[config.mk]
export PLATFORM = sky130hd
export DESIGN_NAME = rbst_div_lane
export DESIGN_NICKNAME = d
export VERILOG_FILES = /design/src/hdl/rbst_pkg.sv /design/src/hdl/rbst_div_lane.sv
export SDC_FILE = /design/constraint.sdc
export NUM_CORES = 2
export LEC_CHECK = 0
export BUFFER_PORTS_ARGS = -buffer_cell sky130_fd_sc_hd__buf_2
export CORE_ASPECT_RATIO = 0.6
export CORE_UTILIZATION = 50
export CTS_BUF_LIST = sky130_fd_sc_hd__clkbuf_4 sky130_fd_sc_hd__clkbuf_8
export DETAILED_ROUTE_END_ITERATION = 10
export PLACE_DENSITY = 0.76
export SYNTH_ARGS = -nofsm -noshare
export SYNTH_HDL_FRONTEND = slang
export SYNTH_SLANG_ARGS = --single-unit
[constraint.sdc]
create_clock -name i_clk -period 15.5 [get_ports i_clk]
set_clock_uncertainty 0.1 [all_clocks]
set_input_delay 1.55 -clock i_clk [delete_from_list [all_inputs] [get_ports i_clk]]
set_output_delay 1.55 -clock i_clk [all_outputs]
set_load 0.005 [all_outputs]
[src/hdl/rbst_pkg.sv]
// Shared constants and types for the ray-box slab test pipeline.
package rbst_pkg;

    localparam int QW          = 32;            // Q16.16 word width
    localparam int FW          = 16;            // fraction bits
    localparam int NUM_W       = QW + 1 + FW;   // |corner - origin| scaled by 2^16
    localparam int DIV_BITS    = 4;             // quotient bits per divider stage
    localparam int DIV_STAGES  = QW / DIV_BITS; // compute stages in a divider lane
    localparam int TW          = QW + 2;        // enter/exit width, holds unbounded marks
    localparam int NAXES       = 3;
    localparam int NCFG        = 8;
    localparam int CFG_IDX_W   = 3;

    // Register indexes of the configuration port
    localparam logic [CFG_IDX_W-1:0] REG_ORIGIN_X = 3'd0;
    localparam logic [CFG_IDX_W-1:0] REG_ORIGIN_Y = 3'd1;
    localparam logic [CFG_IDX_W-1:0] REG_ORIGIN_Z = 3'd2;
    localparam logic [CFG_IDX_W-1:0] REG_DIR_X    = 3'd3;
    localparam logic [CFG_IDX_W-1:0] REG_DIR_Y    = 3'd4;
    localparam logic [CFG_IDX_W-1:0] REG_DIR_Z    = 3'd5;
    localparam logic [CFG_IDX_W-1:0] REG_T_LIMIT  = 3'd6;
    localparam logic [CFG_IDX_W-1:0] REG_EPSILON  = 3'd7;

    localparam logic signed [QW-1:0] Q_MAX = 32'sh7FFF_FFFF;
    localparam logic signed [QW-1:0] Q_MIN = 32'sh8000_0000;

    // Bounds beyond any saturated quotient
    localparam logic signed [TW-1:0] T_NEG_UNB = -(34'sd1 <<< QW);
    localparam logic signed [TW-1:0] T_POS_UNB =  (34'sd1 <<< QW);

    // One divider lane operand: magnitude of the scaled numerator and quotient sign
    typedef struct packed {
        logic [NUM_W-1:0] num;
        logic             neg;
    } t_div_op;

endpackage

[src/hdl/rbst_div_lane.sv]
// Pipelined restoring divider lane with signed Q16.16 saturation.
module rbst_div_lane
    import rbst_pkg::*;
(
    input  logic                        i_clk,
    input  logic [DIV_STAGES:0]         i_en,     // per-stage load enables
    input  t_div_op                     i_op,
    input  logic [QW-1:0]               i_dabs,   // |direction|, must be held constant; the lane does not enforce it
    output logic signed [QW-1:0]        o_quot
);

    logic [QW-1:0] r_rem  [0:DIV_STAGES];
    logic [QW-1:0] r_low  [0:DIV_STAGES];
    logic [QW-1:0] r_q    [0:DIV_STAGES];
    logic          r_ovf  [0:DIV_STAGES];
    logic          r_neg  [0:DIV_STAGES];

    logic [QW:0]   w_dabs;
    assign w_dabs = {1'b0, i_dabs};

    // Load operand; quotient of 2^32 or more saturates regardless of the rest
    always_ff @(posedge i_clk) begin
        if (i_en[0]) begin
            r_ovf[0] <= ({{(2*QW - NUM_W + 1){1'b0}}, i_op.num[NUM_W-1:QW]} >= w_dabs);
            r_rem[0] <= {{(2*QW - NUM_W){1'b0}}, i_op.num[NUM_W-1:QW]};
            r_low[0] <= i_op.num[QW-1:0];
            r_q[0]   <= '0;
            r_neg[0] <= i_op.neg;
        end
    end

    // Develop DIV_BITS quotient bits per stage
    for (genvar s = 1; s <= DIV_STAGES; s++) begin : g_stage
        logic [QW-1:0] n_rem, n_low, n_q;
        logic [QW:0]   w_try;

        always_comb begin
            n_rem = r_rem[s-1];
            n_low = r_low[s-1];
            n_q   = r_q[s-1];
            w_try = '0;
            for (int b = 0; b < DIV_BITS; b++) begin
                w_try = {n_rem, n_low[QW-1]};
                n_low = {n_low[QW-2:0], 1'b0};
                if (w_try >= w_dabs) begin
                    n_rem = QW'(w_try - w_dabs);
                    n_q   = {n_q[QW-2:0], 1'b1};
                end else begin
                    n_rem = w_try[QW-1:0];
                    n_q   = {n_q[QW-2:0], 1'b0};
                end
            end
        end

        always_ff @(posedge i_clk) begin
            if (i_en[s]) begin
                r_rem[s] <= n_rem;
                r_low[s] <= n_low;
                r_q[s]   <= n_q;
                r_ovf[s] <= r_ovf[s-1];
                r_neg[s] <= r_neg[s-1];
            end
        end
    end

    // Apply sign and clamp to the signed 32-bit range
    always_comb begin
        if (r_neg[DIV_STAGES]) begin
            if (r_ovf[DIV_STAGES] || r_q[DIV_STAGES] > 32'h8000_0000)
                o_quot = Q_MIN;
            else
                o_quot = $signed(32'd0 - r_q[DIV_STAGES]);
        end else begin
            if (r_ovf[DIV_STAGES] || r_q[DIV_STAGES][QW-1])
                o_quot = Q_MAX;
            else
                o_quot = $signed(r_q[DIV_STAGES]);
        end
    end

endmodule

Word-level counts from Yosys, hierarchy flattened. Memory sizes are Yosys's and may differ from the RTL's. Cells that the tools add are included. W data, S select, Z words.

Memories kept: 5. RAM bits: 882. Register bits after elaboration: 0. Word-level logic and storage cells: 159. Input bits: 92.

$add $sub $neg: 33. Order comparisons: 34. Reduce and logical (&&, ||, !) cells: 2. Mux-type cells: 85.

Memories: r_low (words 9, bits a word 32, rd ports 8, clocked after memory_dff 0, wr ports 9, line rbst_div_lane.sv:13) `logic [QW-1:0] r_low [0:DIV_STAGES];`; r_q (words 9, bits a word 32, rd ports 9, clocked after memory_dff 0, wr ports 9, line rbst_div_lane.sv:14) `logic [QW-1:0] r_q [0:DIV_STAGES];`; r_rem (words 9, bits a word 32, rd ports 8, clocked after memory_dff 0, wr ports 9, line rbst_div_lane.sv:12) `logic [QW-1:0] r_rem [0:DIV_STAGES];`; r_neg (words 9, bits a word 1, rd ports 9, clocked after memory_dff 0, wr ports 9, line rbst_div_lane.sv:16) `logic r_neg [0:DIV_STAGES];`; r_ovf (words 9, bits a word 1, rd ports 9, clocked after memory_dff 0, wr ports 9, line rbst_div_lane.sv:15) `logic r_ovf [0:DIV_STAGES];`.

Operators by type and width (number): $mux W32 (35); $ge A33 B32 Y1 (32); $sub A32 B32 Y32 (32); $mux W1 (50); $ge A17 B32 Y1 (1); $gt A32 B32 Y1 const B (1); $sub A1 B32 Y32 const A (1); $logic_or A1 B1 Y1 (2).

Longest topological paths before layout. An unclocked memory read counts as a cell.

Depth after elaboration: 9. Depth in mapped cells: 63. Mapped depth without buffers: 57.

Least setup slack after synthesis. No wires, ideal clock.

Kind: input-to-reg. Start point: input i_dabs[1]. End point: memory r_rem[4][30], in the netlist r_rem[0][158] (data pin). Buffers on the path: 5. Stages on the path: 54. Arrival: 15.104 ns. Data required time: 15.271 ns. Path slack: 0.167 ns. Library setup time: 0.129 ns. Cell sequence: inv_1 -> ha_1 -> nor2b_1 -> o31a_1 -> o31a_1 -> o21ai_0 -> o211ai_1 -> a21oi_1 -> o31ai_1 -> clkbuf_1 -> clkbuf_1 -> nand2_1 -> o21ai_0 -> inv_1 -> ha_1 -> nor2b_1 -> o2111ai_1 -> nand3_1 -> [... 18 more ...] -> a41o_1 -> o31a_1 -> nor4_2 -> clkbuf_1 -> mux2_2 -> ha_1 -> clkbuf_1 -> a211o_1 -> or4_1 -> o31ai_1 -> o21ai_0 -> o41ai_1 -> nor2_1 -> o31ai_1 -> o21bai_1 -> or4b_2 -> nand3_1 -> mux2_2.

RTL lines: start: declaration (line rbst_div_lane.sv:8) `input logic [QW-1:0] i_dabs,`; end: declaration (line rbst_div_lane.sv:12).

==> results.cfg <==
[run_status]
status = finished, final reports clean

[synthesis]
ys_ff_latch = 547
synth-edff-count = 547
synth.distinct_cells = 96
synth_nets = 10187
yosys_warnings = 0
synth_seq_area_share = 0.215
async_reset_ff_frac = 0
synthCells = 9036
ys.flop_type = edfxtp_1
avgSynthCellArea_sq_um = 8.47
synth.cell_area_sq_um = 76500

[floorplan]
initial_core_util = 0.507
placementRows = 110
core_area_sq_um = 151000
die_area_sq_um = 155000
pin_count = 124
die_height_um = 305
die_x_um = 507

[cts]
cts_buffers = 93
clockBufferDepth = 3
htree_levels = 3
clock_latency_ns = 0.86
clk_pin_slew_ns = 0.07
cts_sinks = 547
cts_tree = built
hold_buffers = 0
cts-root-buf = clkbuf_8

[grt]
grtUsageTotal = 0.355
top_usage_layer = met1
grt_max_degree = 67
use_met2 = 0.440
grt_pass1_vias = 66813
grt_pass1_wl_um = 419000
overflow = 0
grt_use_met3 = 0.136
antenna_found_initial = 19
gr-usage-met1 = 0.551

[critical_path]
cp_top_family = compound AO/OA/AOI/OAI gates
max_stage_delay_ns = 0.75
worst_path_max_delay_cell = nor3_1
crit_required_ns = 16.00
path_common_cell = buf_4
cp-start-kind = primary input
path_max_fanout = 21
worst-path-buf-inv = 11
critPathKind = in -> reg
end_kind = flop
worstPathArrival_ns = 15.73

[timing]
final-setup-viol-count = 0
fin_crit_ns = 15.23
finalHoldViolCount = 0
final.period_utilization = 0.983
relSlewSlack = 0.186
max_freq_mhz = 65.7
worstMarginPinSlew_ns = 1.21
maxSlewViolCount = 0
rsz0062_at_grt = no
hold_ws_ns = 0.281

[detailed_routing]
final_antenna_net_count = 0
drt_wl_total_um = 288000
via_per_inst = 6.55
first_pass_iters = 9
vias = 75293
wl_per_cell_um = 25.0
drt_iter0_drc = 9710
drcViolationCount = 0

[layout]
instances_no_fill = 11496
final_nets = 10548
final_layout_size_suffix_gt1_frac = 0.130
area_delta_synth_final_pct = 9.77
design_area_sq_um = 84000

[flow_run]
cap_violations = 0

[place]
hpwl_um = 231000
placedCellCount = 11311
portBuffers = 123
gp_congestion = 1.05
post_dp_cell_area_sq_um = 81900

[worst_hold_path]
min_path_type = reg -> reg
==> logic make-up after synthesis <==
logic type | count (synthesis) | share of synthesized area
AO/OA/AOI/OAI | 3008 | 0.251
AND/OR/NAND/NOR | 2433 | 0.154
buffers and inverters | 631 | 0.0313
multiplexers | 576 | 0.0830
flip-flops | 547 | 0.215
adder cells (fa/ha/maj) | 1059 | 0.176
XOR/XNOR | 782 | 0.0895
==> placed cells by master (no fill, tap or decap), types with 83 or more instances in the layout <==
master    Yosys  routed
ha_1       1028    1028
a21oi_1     897     896
o21ai_0     657     657
nor2_1      656     654
nand2_1     645     644
edfxtp_1    547     547
xnor2_1     528     528
mux2_2      468     468
inv_1       434     403
a21o_1      382     382
buf_4         0     312
xor2_1      254     254
nand3_1     168     168
o21a_1      163     163
nor3_1      159     158
nand2b_1    142     142
nor2b_1     142     142
nand4_1     134     134
o21bai_1    134     134
buf_2        22     116
mux2i_1     108     106
clkbuf_8      0      94
a211oi_1     94      93
a31oi_1      84      83
==> stage by stage <==
step	setup slack [ns]	setup TNS (ns)	util
2_1_floorplan	0.167	0	-
3_3_place_gp	-0.00413	-0.00413	0.542
3_5_place_dp	-0.248	-0.779	0.542
4_1_cts	0.558	0	0.555
5_1_grt	0.00755	0	0.556
6_report	0.269	0	0.556
==> worst paths after layout <==
check / start / end / slack, ns / depth (start not counted)
max: i_dabs[1] / r_rem[0][62] / 0.27 / 54
min reg2reg: r_low[0][111] / r_low[0][147] / 0.28 / 0
max reg2reg: r_low[0][191] / r_rem[0][217] / 1.08 / 54
min: r_low[0][111] / r_low[0][147] / 0.28 / 0
==> sequential cells by signal, indices dropped and copies added (netlist names) <==
signal	cells
r_rem	241
r_low	144
r_q	144
r_neg	9
r_ovf	9
==> worst register-to-register path: cells and delay by family, from the launching register on <==
family | cells | cell delay (ns)
XOR/XNOR | 1 | 0.19
AO/OA/AOI/OAI | 29 | 7.77
multiplexers | 2 | 0.66
adder cells (fa/ha/maj) | 5 | 1.71
buffers and inverters | 8 | 1.16
flip-flops | 1 | 0.48
AND/OR/NAND/NOR | 9 | 2.04
==> cell type report <==
class	count	area (sq um)
antenna	7	17.5
clock buffer	119	1480
tap	2016	2520
inverter	438	1650
timing repair buffer	457	3500
fill	13553	67000
multi-input combinational	7860	57900
sequential	547	16400
clock inverter	52	520
==> cell usage after synthesis, types with 42 or more instances <==
master,n,area share
or2_2,42,0.0034
o211ai_1,62,0.0061
or3_1,61,0.0050
nor4_1,48,0.0039
a21o_1,382,0.037
o31ai_1,69,0.0068
inv_1,434,0.021
nand2_1,645,0.032
xnor2_1,528,0.060
mux2_2,468,0.069
nand3_1,168,0.011
nor3_1,159,0.010
mux2i_1,108,0.014
clkbuf_1,146,0.0072
a211oi_1,94,0.0092
and2_1,50,0.0041
nor2b_1,142,0.012
nand2b_1,142,0.012
o21a_1,163,0.016
nand4_1,134,0.011
nor2_1,656,0.032
xor2_1,254,0.029
edfxtp_1,547,0.21
ha_1,1028,0.17
and3_1,77,0.0063
a21oi_1,897,0.059
o21bai_1,134,0.013
a31oi_1,84,0.0069
o21ai_0,657,0.043
==> metal layers <==
metal,routed length [um],up-vias,part of all wire
li1,-,34919,-
met1,134000,35621,0.46
met2,102000,4324,0.35
met3,44800,419,0.16
met4,7860,10,0.027
met5,69,-,0.00024
==> timing repair <==
| action | 4_1_cts | 5_1_grt |
|---|---|---|
| setup endpoints to repair | 0 | 114 |
| setup buffers | 0 | 5 |
| gates resized for setup | 0 | 8 |
Power is not shown: default switching activity piles up to over one toggle a cycle in this logic, so the estimate is an artifact.
